### config.mk
export PLATFORM = sky130hd
export DESIGN_NAME = wfc_ctrl
export DESIGN_NICKNAME = d
export VERILOG_FILES = /design/src/rtl/word_frequency_counter_assert.svh /design/src/rtl/wfc_pkg.sv /design/src/rtl/wfc_ctrl.sv
export SDC_FILE = /design/constraint.sdc
export NUM_CORES = 1
export LEC_CHECK = 0
export BUFFER_PORTS_ARGS = -buffer_cell sky130_fd_sc_hd__buf_2
export CAP_MARGIN = 20
export CORE_MARGIN = 8
export CORE_UTILIZATION = 52
export CTS_CLUSTER_DIAMETER = 120
export DETAILED_ROUTE_END_ITERATION = 6
export PLACE_DENSITY = 0.91
export SETUP_SLACK_MARGIN = 0.1
export SLEW_MARGIN = 40
export SYNTH_ARGS = -nofsm -noshare
export SYNTH_HDL_FRONTEND = slang
export SYNTH_SLANG_ARGS = --single-unit
### constraint.sdc
create_clock -name clk -period 3.7 [get_ports clk]
set_input_delay 0.185 -clock clk [delete_from_list [all_inputs] [get_ports clk]]
set_output_delay 0.185 -clock clk [all_outputs]
set_load 0.02 [all_outputs]
### src/rtl/word_frequency_counter_assert.svh
// Assertion macros for the word frequency counter.
// Used by the top level only; expects clk and rst_n in scope.
`ifndef WORD_FREQUENCY_COUNTER_ASSERT_SVH
`define WORD_FREQUENCY_COUNTER_ASSERT_SVH

// antecedent must be followed in the next cycle by the consequent
`define WFC_ASSERT_NEXT(label, ante, cons, msg) \
    label: assert property (@(posedge clk) disable iff (!rst_n) (ante) |=> (cons)) \
        else $error(msg);

// antecedent implies the consequent in the same cycle
`define WFC_ASSERT_NOW(label, ante, cons, msg) \
    label: assert property (@(posedge clk) disable iff (!rst_n) (ante) |-> (cons)) \
        else $error(msg);

`endif

### src/rtl/wfc_pkg.sv
// Shared types and constants for the word frequency counter.
// No dependencies.
package wfc_pkg;

    localparam int DEFAULT_TABLE_DEPTH = 64;
    localparam int DEFAULT_MAX_WORD    = 30;

    localparam logic [7:0] DELIM_FIRST_RESET  = 8'd44;
    localparam logic [7:0] DELIM_SECOND_RESET = 8'd46;
    localparam logic [7:0] DELIM_THIRD_RESET  = 8'd32;
    localparam logic [7:0] NEWLINE_BYTE       = 8'h0A;
    localparam logic [7:0] UPPER_FIRST        = 8'h41;
    localparam logic [7:0] UPPER_LAST         = 8'h5A;
    localparam logic [7:0] LOWER_CASE_BIT     = 8'h20;

    localparam int CFG_INDEX_W = 2;
    localparam logic [CFG_INDEX_W-1:0] REG_DELIM_FIRST  = 2'd0;
    localparam logic [CFG_INDEX_W-1:0] REG_DELIM_SECOND = 2'd1;
    localparam logic [CFG_INDEX_W-1:0] REG_DELIM_THIRD  = 2'd2;

    typedef enum logic [8:0] {
        ST_IDLE  = 9'b000000001,
        ST_ENTRY = 9'b000000010,
        ST_LEN   = 9'b000000100,
        ST_CMP   = 9'b000001000,
        ST_HIT   = 9'b000010000,
        ST_ALLOC = 9'b000100000,
        ST_COPY  = 9'b001000000,
        ST_FULL  = 9'b010000000,
        ST_DONE  = 9'b100000000
    } state_t;

    typedef struct packed {
        logic take;
        logic start;
        logic entry_read;
        logic cmp_start;
        logic cmp_next;
        logic next_entry;
        logic hit;
        logic alloc;
        logic copy;
        logic full;
        logic emit;
    } cmd_t;

    typedef struct packed {
        logic close;
        logic at_end;
        logic room;
        logic len_match;
        logic char_match;
        logic last_char;
        logic out_free;
    } status_t;

endpackage

### src/rtl/wfc_ctrl.sv
// Controller state machine for the word frequency counter.
// Depends on wfc_pkg; drives commands to wfc_datapath.
module wfc_ctrl
    import wfc_pkg::*;
(
    input  logic    clk,
    input  logic    rst_n,
    input  logic    in_valid,
    output logic    in_stall,
    input  status_t status,
    output cmd_t    cmd
);

    state_t state_reg;
    state_t state_next;

    always_ff @(posedge clk or negedge rst_n)
    begin
        if (!rst_n)
        begin
            state_reg <= ST_IDLE;
        end
        else
        begin
            state_reg <= state_next;
        end
    end

    assign in_stall = (state_reg != ST_IDLE);

    always_comb
    begin
        state_next = state_reg;
        cmd = '0;
        case (state_reg)
            ST_IDLE:
            begin
                if (in_valid)
                begin
                    cmd.take = 1'b1;
                    if (status.close)
                    begin
                        cmd.start = 1'b1;
                        state_next = ST_ENTRY;
                    end
                end
            end
            ST_ENTRY:
            begin
                if (status.at_end)
                begin
                    state_next = status.room ? ST_ALLOC : ST_FULL;
                end
                else
                begin
                    cmd.entry_read = 1'b1;
                    state_next = ST_LEN;
                end
            end
            ST_LEN:
            begin
                if (status.len_match)
                begin
                    cmd.cmp_start = 1'b1;
                    state_next = ST_CMP;
                end
                else
                begin
                    cmd.next_entry = 1'b1;
                    state_next = ST_ENTRY;
                end
            end
            ST_CMP:
            begin
                if (!status.char_match)
                begin
                    cmd.next_entry = 1'b1;
                    state_next = ST_ENTRY;
                end
                else if (status.last_char)
                begin
                    state_next = ST_HIT;
                end
                else
                begin
                    cmd.cmp_next = 1'b1;
                end
            end
            ST_HIT:
            begin
                cmd.hit = 1'b1;
                state_next = ST_DONE;
            end
            ST_ALLOC:
            begin
                cmd.alloc = 1'b1;
                state_next = ST_COPY;
            end
            ST_COPY:
            begin
                cmd.copy = 1'b1;
                if (status.last_char)
                begin
                    state_next = ST_DONE;
                end
            end
            ST_FULL:
            begin
                cmd.full = 1'b1;
                state_next = ST_DONE;
            end
            ST_DONE:
            begin
                if (status.out_free)
                begin
                    cmd.emit = 1'b1;
                    state_next = ST_IDLE;
                end
            end
            default:
            begin
                state_next = ST_IDLE;
            end
        endcase
    end

endmodule

Word level (Yosys, flattened, before mapping)

Index checks and enable logic that the tools add are counted.

Equal/unequal tests: 15
Mux-type cells: 29
Reduce and logical (&&, ||, !) cells: 2

Operators by type and width:

| operator             | count |
|---|---|
| $pmux W9 S8          | 1 |
| $mux W9              | 6 |
| $mux W1              | 16 |
| $mux W8              | 2 |
| $eq A9 B1 Y1 const B | 1 |
| $eq A9 B2 Y1 const B | 1 |
| $eq A9 B3 Y1 const B | 1 |
| $eq A9 B4 Y1 const B | 1 |
| $eq A9 B5 Y1 const B | 1 |
| $eq A9 B6 Y1 const B | 1 |
| $eq A9 B7 Y1 const B | 1 |
| $eq A9 B8 Y1 const B | 1 |
| $eq A9 B9 Y1 const B | 1 |
| $ne A9 B1 Y1 const B | 1 |
| $ne A2 B2 Y1 const B | 4 |
| $reduce_and A5 Y1    | 1 |
| $mux W2              | 2 |
| $mux W4              | 1 |
| $ne A3 B3 Y1 const B | 1 |
| $pmux W1 S2          | 1 |
| $reduce_or A2 Y1     | 1 |

Bits in registers: 9
Bits of input ports: 10

Logic depth before layout (Yosys ltp)

Gate-level depths: netlist (run 1).

Depth after elaboration: 3
Mapped depth: 5

Least setup slack after synthesis (run 1)

Ideal clock, no wire load.

Kind: register -> output
Start point: reg state_reg[2]
End point: out cmd[1] in the netlist's numbering
Buffers on the path: 1
Stages on the path, launching flop included: 5
Arrival: 1.682 ns
Path slack: 1.833 ns
Data required time: 3.515 ns
Cells stage by stage: dfrtp_1 buf_2 nor4_4 nand2_1 nor4b_1

RTL lines:

| item                     | RTL line       | source |
|---|---|---|
| start: declaration       | wfc_ctrl.sv:14 | `state_t state_reg;` |
| start signal: assignment | wfc_ctrl.sv:25 | `state_reg <= state_next;` |
| end: declaration         | wfc_ctrl.sv:11 | `output cmd_t cmd` |

==> metrics.csv, run 1 <==
metric;value;unit
vias in the first global route;681;
critical path's largest stage delay;0.51;ns
Clock transition at path regs;0.06;ns
predominant post-synthesis flop cell;dfrtp_1;
Post-Route WL;1664;um
Worst Path Arrival;1.75;ns
Critical Path Start Type;register;
Yosys warnings;0;
vias per cell;6.017;
max-slew violations;0;
FF/Latch Area;226.5;um^2
Final Hold Slack;0.09277;ns
Die H;52.74;um
Final Total Pwr;0.4188;mW
Mapped Cells;79;
Setup-failing EPs final;0;
DRC violations left;0;
critical-path cell list;nand2b_2 > or3b_1 > nor2_2 > buf_2;
Starting Density;0.5463;
post-synthesis register bit count;9;
maximum clock rate;0.5158;GHz
worst-margin pin slew;0.3842;ns
NumNets Final;112;
Sw Ratio;0.4245;
clk_skew;0.002389;ns
Critical Path Sink Type;primary output;
First-pass DRT Iterations;4;
crit path from;state_reg[2];
fin area;818.3;um^2
Fin. Hold Viols;0;
n_diodes;0;
crit share post-route;0.5240;
max_cap viols;0;
syn nets;89;
number of flip-flops in the largest register;9;
# Post-CTS Setup Buffers;0;
Leak;0.3814;nW
CP max stage cell;dfrtp_1;
critical-path maximum fanout;11;
share of cells above drive strength 1;0.3168;
Fillers;122;
GRT Util Overall;0.1291;
initial antenna violation count;0;
largest net degree at the start of global routing;12;
RSZ-0062 raised after global routing;no;
Peak VDD IR;290.6;uV
die width;52.74;um
Gate power share;0.447;
hold_sp;status[4];
HPWL Detailed;1349;um
Mean Syn Cell Area;8.885;um^2
Area Growth Syn to Fin;16.58;%
Clock Root Buffer;clkbuf_4;
Post-synth EDFFs;0;
minimum clock period;1.939;ns
Core Footprint;1285;um^2
Worst-Skew Late Latency;0.25;ns
WS Path Type;register to primary output;
Ports;22;
Synth cell types;37;
Area after DPL;782.0;um^2
CTS tree;yes;
multi-input combinational cell area;416.7;um^2
port buffer count;21;
Power Internal;0.2410;mW
register area share after synthesis;0.3226;
DIE AREA;2782;um^2
GRT Residual Overflow;0;
Setup TNS;0;ns
Seq pwr share;0.383;
post-synthesis async set-or-reset flop share;1.000;
PwrDens;511.8;nW/um^2
CTS Buffer Depth;2;
reg2reg start;state_reg[0];
clock power share;0.170;
relative slew slack;0.7406;
num rows;13;
Avg WL per Cell;14.34;um
Final ANT Viol Nets;0;
H-Tree Depth;1;
Hold WC Path Type;input port to register;
status;finished, final reports clean;
Num CTS Buffers;3;
DR iter-0 viols;18;
clock sinks;9;
Via Count;698;
Req. time, crit path;3.51;ns
Cell Area, Synth;701.9;um^2
P_sw;0.1778;mW
RD Place Congestion;0.9116;
global-route wire length before repair;2801;um
what timing repair did:
item                                    CTS  global route
endpoints found under the setup margin    0             0
endpoints found under the hold margin     9             0
hold buffers                              1             0
resized for setup                         0             0
through the flow:
stage / setup WS (ns) / utilization / cells
global placement: 2.106 / 0.6086 / 111
detailed placement: 2.041 / 0.6086 / 111
global route: 1.641 / 0.6368 / 116
finish: 1.761 / 0.6368 / 116
CTS: 1.753 / 0.6368 / 116
floorplan: 1.833 / - / 79
cell usage after synthesis (2+ instances only):
cell | instances | area [um^2]
nor3b_1 | 2 | 15.01
a21oi_1 | 2 | 10.01
nor2b_1 | 2 | 12.51
o2111ai_1 | 2 | 17.52
nor2_1 | 11 | 41.29
nor4b_1 | 5 | 43.79
nand4_1 | 2 | 12.51
clkbuf_8 | 2 | 27.53
o21ai_0 | 2 | 10.01
nand2_1 | 6 | 22.52
inv_1 | 4 | 15.01
nor4_4 | 2 | 42.54
and3_1 | 2 | 12.51
dfrtp_1 | 8 | 200.2
nor3_1 | 5 | 25.02
critical path: cells and delay by family, from the launching register on:
| kind | cells | cell delay (ns) |
|---|---|---|
| simple gates | 3 | 0.81 |
| flops | 1 | 0.51 |
| buf+inv | 1 | 0.18 |
final cells by class:
cell class,count,area share
multi-input combinational,62,0.5092
sequential,9,0.2768
timing repair buffer,22,0.1407
clock buffer,4,0.03211
tap,15,0.02294
inverter,4,0.01835
cells by family after synthesis:
logic type,count (synthesis),synth area share
flip-flops,9,0.3226
AO/OA/AOI/OAI,12,0.1266
XOR/XNOR,2,0.02496
AND/OR/NAND/NOR,47,0.4278
buffers and inverters,8,0.08377
multiplexers,1,0.01426
final timing paths:
kind                           endpoint  slack (ns)  depth (start not counted)
max                              cmd[6]        1.76                          4
min                        state_reg[7]        0.09                          2
max reg2reg                state_reg[0]        2.17                          4
min reg2reg                state_reg[8]        0.68                          2
max in group asynchronous  state_reg[0]        3.15                          2
min in group asynchronous  state_reg[7]        0.31                          2
power by group through the flow:
stage / Clock, mW / Combinational, mW / Sequential, mW
finish: 0.0712 / 0.187 / 0.160
floorplan: 0 / 0.174 / 0.133
CTS: 0.0758 / 0.188 / 0.160
detailed placement: 0 / 0.186 / 0.161
global placement: 0 / 0.183 / 0.159
global route: 0.0810 / 0.207 / 0.163
cell usage in the layout, fill, tap and decap left out, types with 3 or more instances in the layout:
cell      netlist  layout
buf_2           1      21
dfrtp_1         8       8
nor4b_1         5       5
inv_1           4       4
clkbuf_4        0       3
nor3_1          5       5
nand2_1         6       6
nor2_1         11      11
routing by layer:
| layer | up-vias | part of all wire | global-route usage |
|---|---|---|---|
| met5 | - | 0 | 0 |
| met4 | 0 | 0.0084 | 0.05172 |
| met3 | 2 | 0.055 | 0.02841 |
| met2 | 19 | 0.51 | 0.2207 |
| met1 | 343 | 0.43 | 0.1498 |
| li1 | 334 | - | - |
Note: power is estimated with default switching activity, not from simulation.
==> run 2, diff against run 1 <==
- ABC_AREA: unset -> 1
- CORE_UTILIZATION: 52 -> 43
- PLACE_DENSITY: 0.91 -> 0.82
- clock period: 3.7 -> 1.71 ns (I/O delays scaled with it)
==> run 2 against run 1 <==
- via count up 6.7%
- sequential share of layout area shrank 5.0 points
- hold slack got worse by 0.025 ns
- synthesized area fell by 3.6%
- critical path type unchanged
==> metrics.csv, run 2 <==
metric;value;unit;change
NumNets Final;143;;was 112
CTS Buffer Depth;2;;unchanged
vias in the first global route;765;;was 681
num rows;14;;was 13
share of cells above drive strength 1;0.4924;;was 0.3168
DR iter-0 viols;7;;was 18
Via Count;745;;was 698
Power Internal;0.6412;mW;was 0.2410 mW
global-route wire length before repair;3339;um;was 2801 um
CTS tree;yes;;unchanged
largest area contributor in the netlist;dfrtp_1;;unchanged
Setup TNS;0;ns;unchanged
Final ANT Viol Nets;0;;unchanged
worst-margin pin slew;0.3132;ns;was 0.3842 ns
syn nets;105;;was 89
critical-path cell list;nor2_4 > nand2_2 > nor2_4 > nand2_1 > o22ai_2 > buf_6;;was nand2b_2 > or3b_1 > nor2_2 > buf_2
initial antenna violation count;0;;unchanged
DRC violations left;0;;unchanged
Synth cell types;20;;was 37
clock power share;0.152;;was 0.170
CP dominant cell by count;nor2_4;;
Inst Count DP;132;;was 111
Clock Root Buffer;clkbuf_4;;unchanged
maximum clock rate;0.6164;GHz;
Yosys warnings;0;;unchanged
Post-Route WL;1968;um;was 1664 um
Starting Density;0.4546;;was 0.5463
most numerous cell in the Yosys netlist;nor2_1;;unchanged
Hold WC Path Type;input port to register;;unchanged
First-pass DRT Iterations;4;;unchanged
RSZ-0062 raised after global routing;yes;;was no
GRT Residual Overflow;0;;unchanged
Area Growth Syn to Fin;47.50;%;was 16.58%
Die H;55.68;um;was 52.74 um
Core Footprint;1489;um^2;was 1285 um^2
Post-synth EDFFs;0;;unchanged
post-synthesis async set-or-reset flop share;1.000;;unchanged
Peak VDD IR;910.2;uV;was 290.6 uV
PwrDens;1183;nW/um^2;was 511.8 nW/um^2
minimum clock period;1.622;ns;
clock sinks;9;;unchanged
crit share post-route;0.9487;;
most frequent cells in the layout;18 x nor2_1, 15 x buf_4, 14 x buf_2;;was 21 x buf_2, 11 x nor2_1, 8 x dfrtp_1
n_diodes;0;;unchanged
Gate power share;0.605;;was 0.447
Finished Layout Cells;148;;was 116
P_sw;0.5395;mW;was 0.1778 mW
Worst-Skew Late Latency;0.28;ns;was 0.25 ns
Critical Path Sink Type;primary output;;unchanged
DIE AREA;3100;um^2;was 2782 um^2
Critical Path Start Type;register;;unchanged
Worst path top cell family by delay;simple AND/OR/NAND/NOR gates;;unchanged
clk_skew;0.008465;ns;was 0.002389 ns
post-synthesis register bit count;9;;unchanged
Mapped Cells;95;;was 79
Leak;0.5368;nW;was 0.3814 nW
Sw Ratio;0.4569;;was 0.4245
Post-synth top cells;22 x nor2_1, 15 x inv_1, 13 x nand2_1;;was 11 x nor2_1, 8 x dfrtp_1, 6 x nand2_1
Worst Path Arrival;1.54;ns;was 1.75 ns
Clock transition at path regs;0.07;ns;was 0.06 ns
top cells by area, synth;dfrtp_1 30%, nor2_1 12%, nor2_4 10%;;was dfrtp_1 29%, nor4b_1 6.2%, nor4_4 6.1%
Fillers;125;;was 122
Mean Syn Cell Area;7.125;um^2;was 8.885 um^2
Cell Area, Synth;676.9;um^2;was 701.9 um^2
CP max stage cell;dfrtp_1;;unchanged
Ports;22;;unchanged
Avg WL per Cell;13.30;um;was 14.34 um
status;finished, final reports clean;;unchanged
CP bufs+invs;1;;unchanged
Fin. Hold Viols;0;;unchanged
commonest non-fill, non-tap cell in the layout;nor2_1;;was buf_2
largest net degree at the start of global routing;10;;was 12
critical path's largest stage delay;0.42;ns;was 0.51 ns
RD Place Congestion;0.8922;;was 0.9116
Req. time, crit path;1.62;ns;was 3.51 ns
max-slew violations;0;;unchanged
GRT Util Overall;0.1338;;was 0.1291
Num CTS Buffers;3;;unchanged
max_cap viols;0;;unchanged
WS Path Type;register to primary output;;unchanged
die width;55.68;um;was 52.74 um
critical-path maximum fanout;4;;was 11
H-Tree Depth;1;;unchanged
Seq pwr share;0.243;;was 0.383
predominant post-synthesis flop cell;dfrtp_1;;unchanged
register area share after synthesis;0.3346;;was 0.3226
number of flip-flops in the largest register;9;;unchanged
Setup-failing EPs final;0;;unchanged
port buffer count;21;;unchanged
relative slew slack;0.7893;;was 0.7406
Synth top area share;0.2957;;was 0.2852
HPWL Detailed;1476;um;was 1349 um
vias per cell;5.034;;was 6.017
-- run 2: cell count changes in the layout (fill, tap and decap cells not counted), sizes merged, moves of 3 or more --
cell,change
nor2,+19
inv,+13
buf,+9
nand2,+9
nand3,+8
nor4b,-5
nor3,-4
and3,-3
-- run 2: layout make-up --
type / count / area (um^2) / area share
tap: 16 / 20.02 / 0.02005
sequential: 9 / 226.5 / 0.2268
clock inverter: 1 / 5.005 / 0.005013
multi-input combinational: 68 / 432.9 / 0.4336
timing repair buffer: 33 / 224.0 / 0.2243
clock buffer: 3 / 22.52 / 0.02256
inverter: 18 / 67.56 / 0.06767
-- run 2: final timing paths --
kind / startpoint / slack, ns / depth (start not counted) / end
worst max register to register: state_reg[0] / 0.18 / 11 / state_reg[0]
min in group asynchronous: rst_n / 0.18 / 2 / state_reg[5]
worst min register to register: state_reg[0] / 0.61 / 4 / state_reg[0]
worst min-delay path: status[2] / 0.07 / 3 / state_reg[4]
worst max-delay path: state_reg[6] / 0.09 / 6 / cmd[5]
max in group asynchronous: rst_n / 1.27 / 2 / state_reg[0]
-- run 2: cell families (layout without fill, tap and decap cells) --
| group | after synthesis | in the layout | synth area share |
|---|---|---|---|
| and+or+nand+nor | 62 | 62 | 0.5102 |
| buffers and inverters | 18 | 55 | 0.09981 |
| DFF | 9 | 9 | 0.3346 |
| AOI/OAI and AO/OA | 6 | 6 | 0.05544 |
-- run 2: metal layers --
metal	vias up	track usage	share of wire
li1	374	-	-
met1	341	0.1451	0.40
met2	24	0.2083	0.51
met3	6	0.05251	0.061
met4	0	0.09155	0.029
met5	-	0	0
-- run 2: what timing repair did --
| item | in CTS | in global routing |
|---|---|---|
| pin swaps | 4 | 9 |
| setup buffers | 6 | 3 |
| endpoints found under the hold margin | 11 | 0 |
| setup endpoints to repair | 4 | 13 |
| gates resized for setup | 8 | 15 |
| hold buffers | 3 | 0 |
-- run 2: through the flow --
stage	hold WS, ns	setup slack, ns	cell area (um^2)	utilization	power, mW
after floorplan	-0.2101	0.2644	676.9	-	0.6623
after global placement	-0.05193	0.3572	802.0	0.5387	0.7705
after detailed placement	-0.04677	0.3188	802.0	0.5387	0.7869
after CTS	0.06064	0.1065	932.1	0.6261	1.114
after global routing	0.05357	-0.01074	998.5	0.6706	1.262
final	0.06739	0.08780	998.5	0.6706	1.181
-- run 2: power by group through the flow --
stage	clock network [mW]	logic [mW]	registers, mW
floorplan	0	0.380	0.282
global placement	0	0.484	0.286
detailed placement	0	0.498	0.289
CTS	0.183	0.644	0.287
global route	0.198	0.774	0.290
finish	0.180	0.714	0.287
-- run 2: worst register-to-register path, stage by stage, from the launching register on --
cell,delay (ns)
dfstp_2,0.59
nand2_2,0.09
nor2_4,0.12
buf_4,0.11
buf_4,0.10
buf_4,0.10
nand3_2,0.08
nand3_2,0.08
nor2_2,0.04
nand2_2,0.08
nand2_1,0.05
inv_1,0.05
==> run 3, diff against run 2 <==
- ABC_AREA: 1 -> unset
- CORE_UTILIZATION: 43 -> 44
- PLACE_DENSITY: 0.82 -> 0.73
- SLEW_MARGIN: 40 -> unset
==> run 3 against run 2 <==
- clock skew is 0.0067 ns lower
- wire length is 17% higher
- power is 1.2% lower
- sequential share of layout area is 1.2 points lower
- global-route usage is 0.071 points lower
- hold slack worse by 0.031 ns
- final cell count is 6.8% lower
- largest power group unchanged
==> metrics.csv, run 3 (synthesis gave the netlist of run 1 again) <==
metric;value;unit;change
status;finished, final reports clean;;unchanged
share of cells above drive strength 1;0.5656;;was 0.4924
fin area;1100;um^2;was 998.5 um^2
Setup-failing EPs final;0;;unchanged
most frequent cells in the layout;25 x buf_4, 11 x buf_2, 9 x nor2_1;;was 18 x nor2_1, 15 x buf_4, 14 x buf_2
number of flip-flops in the largest register;9;;unchanged
CTS tree;yes;;unchanged
Post-Route WL;2299;um;was 1968 um
pre-CTS WS;0.2040;ns;was 0.3188 ns
worst-margin pin slew;0.4072;ns;was 0.3132 ns
Avg WL per Cell;16.66;um;was 13.30 um
max_cap viols;0;;unchanged
Final ANT Viol Nets;0;;unchanged
n_diodes;0;;unchanged
Via Count;788;;was 745
Area after DPL;803.3;um^2;was 802.0 um^2
GRT Residual Overflow;0;;unchanged
max-slew violations;0;;unchanged
H-Tree Depth;1;;unchanged
CP max stage cell;dfrtp_2;;was dfrtp_1
NumNets Final;133;;was 143
Inst Count DP;113;;was 132
Critical Path Start Type;register;;unchanged
setup slack after layout;0.005883;ns;was 0.08780 ns
GRT Util Overall;0.1331;;was 0.1338
Leak;0.4860;nW;was 0.5368 nW
critical path's largest stage delay;0.47;ns;was 0.42 ns
critical-path cell list;buf_6 > nor3_2 > nand4_1 > nor2_1 > buf_4;;was nor2_4 > nand2_2 > nor2_4 > nand2_1 > o22ai_2 > buf_6
HPWL Detailed;1398;um;was 1476 um
Starting Density;0.4659;;was 0.4546
Worst Path Arrival;1.62;ns;was 1.54 ns
CTS Buffer Depth;2;;unchanged
Worst-Skew Late Latency;0.27;ns;was 0.28 ns
First-pass DRT Iterations;4;;unchanged
DIE AREA;3129;um^2;was 3100 um^2
vias per cell;5.710;;was 5.034
Hold WC Path Type;input port to register;;unchanged
port buffer count;21;;unchanged
final core occ;0.7301;;was 0.6706
vias in the first global route;766;;was 765
minimum clock period;1.704;ns;was 1.622 ns
die width;55.94;um;was 55.68 um
Ports;22;;unchanged
clock sinks;9;;unchanged
relative slew slack;0.7251;;was 0.7893
maximum clock rate;0.5868;GHz;was 0.6164 GHz
Peak VDD IR;675.0;uV;was 910.2 uV
Die H;55.94;um;was 55.68 um
commonest non-fill, non-tap cell in the layout;buf_4;;was nor2_1
DRC violations left;0;;unchanged
Req. time, crit path;1.62;ns;about the same
largest net degree at the start of global routing;11;;was 10
RSZ-0062 raised after global routing;yes;;unchanged
RD Place Congestion;0.8235;;was 0.8922
Clock Root Buffer;clkbuf_4;;unchanged
Clock transition at path regs;0.06;ns;was 0.07 ns
Fin. Hold Viols;0;;unchanged
DR iter-0 viols;19;;was 7
Critical Path Sink Type;primary output;;unchanged
Finished Layout Cells;138;;was 148
clk_skew;0.001741;ns;was 0.008465 ns
Setup TNS;0;ns;unchanged
global-route wire length before repair;3498;um;was 3339 um
initial antenna violation count;0;;unchanged
Area Growth Syn to Fin;56.68;%;was 47.50%
critical-path maximum fanout;5;;was 4
WS Path Type;register to primary output;;unchanged
crit share post-route;0.9966;;was 0.9487
num rows;14;;unchanged
Num CTS Buffers;3;;unchanged
PwrDens;1060;nW/um^2;was 1183 nW/um^2
Core Footprint;1506;um^2;was 1489 um^2
[run 3: per-stage QoR]
stage          hold WS, ns  power, mW
2_1_floorplan      -0.2101     0.6703
3_3_place_gp      -0.05346     0.7452
3_5_place_dp      -0.04933     0.7610
4_1_cts            0.03824      1.060
5_1_grt            0.04203      1.237
6_report           0.03665      1.166
[run 3: worst paths after layout]
kind                         startpoint  slack, ns  cells past startpoint            to
max                        state_reg[2]      0.006                      5       cmd[10]
min                           status[0]       0.04                      2  state_reg[8]
max reg2reg                state_reg[6]       0.05                      5  state_reg[0]
min reg2reg                state_reg[7]       0.65                      3  state_reg[1]
max in group asynchronous         rst_n       1.26                      2  state_reg[0]
min in group asynchronous         rst_n       0.20                      2  state_reg[5]
[run 3: metal layers]
| layer | GRT usage | routed length (um) | up-vias |
|---|---|---|---|
| li1 | - | - | 378 |
| met1 | 0.1467 | 899 | 373 |
| met2 | 0.2292 | 1162 | 24 |
| met3 | 0.02740 | 130 | 13 |
| met4 | 0.07560 | 106 | 0 |
| met5 | 0 | 0 | - |
[run 3: power by group]
| group | switching [mW] | internal, mW | total [mW] | leakage [nW] |
|---|---|---|---|---|
| registers | 0.0931 | 0.259 | 0.352 | 0.108 |
| clock network | 0.0805 | 0.0903 | 0.171 | 0.0150 |
| logic | 0.314 | 0.330 | 0.644 | 0.363 |
[run 3: critical path, delay by kind of cell (launching register included)]
family,cells,cell delay [ns]
simple gates,3,0.56
buf+inv,2,0.33
flops,1,0.47
[run 3: timing repair]
| action | 4_1_cts | 5_1_grt |
|---|---|---|
| setup buffers | 12 | 6 |
| gates cloned | 0 | 0 |
| resized for setup | 19 | 15 |
| hold endpoints to repair | 11 | 0 |
| pin swaps | 8 | 8 |
| hold buffers | 3 | 0 |
| setup endpoints to repair | 9 | 14 |
[run 3: cell type report]
type | count | area [um^2]
Clock buffer | 4 | 26.28
Fill cell | 104 | 406.6
Inverter | 4 | 15.01
Multi-Input combinational cell | 62 | 484.2
Sequential cell | 9 | 236.5
Tap cell | 16 | 20.02
Timing Repair Buffer | 43 | 317.8
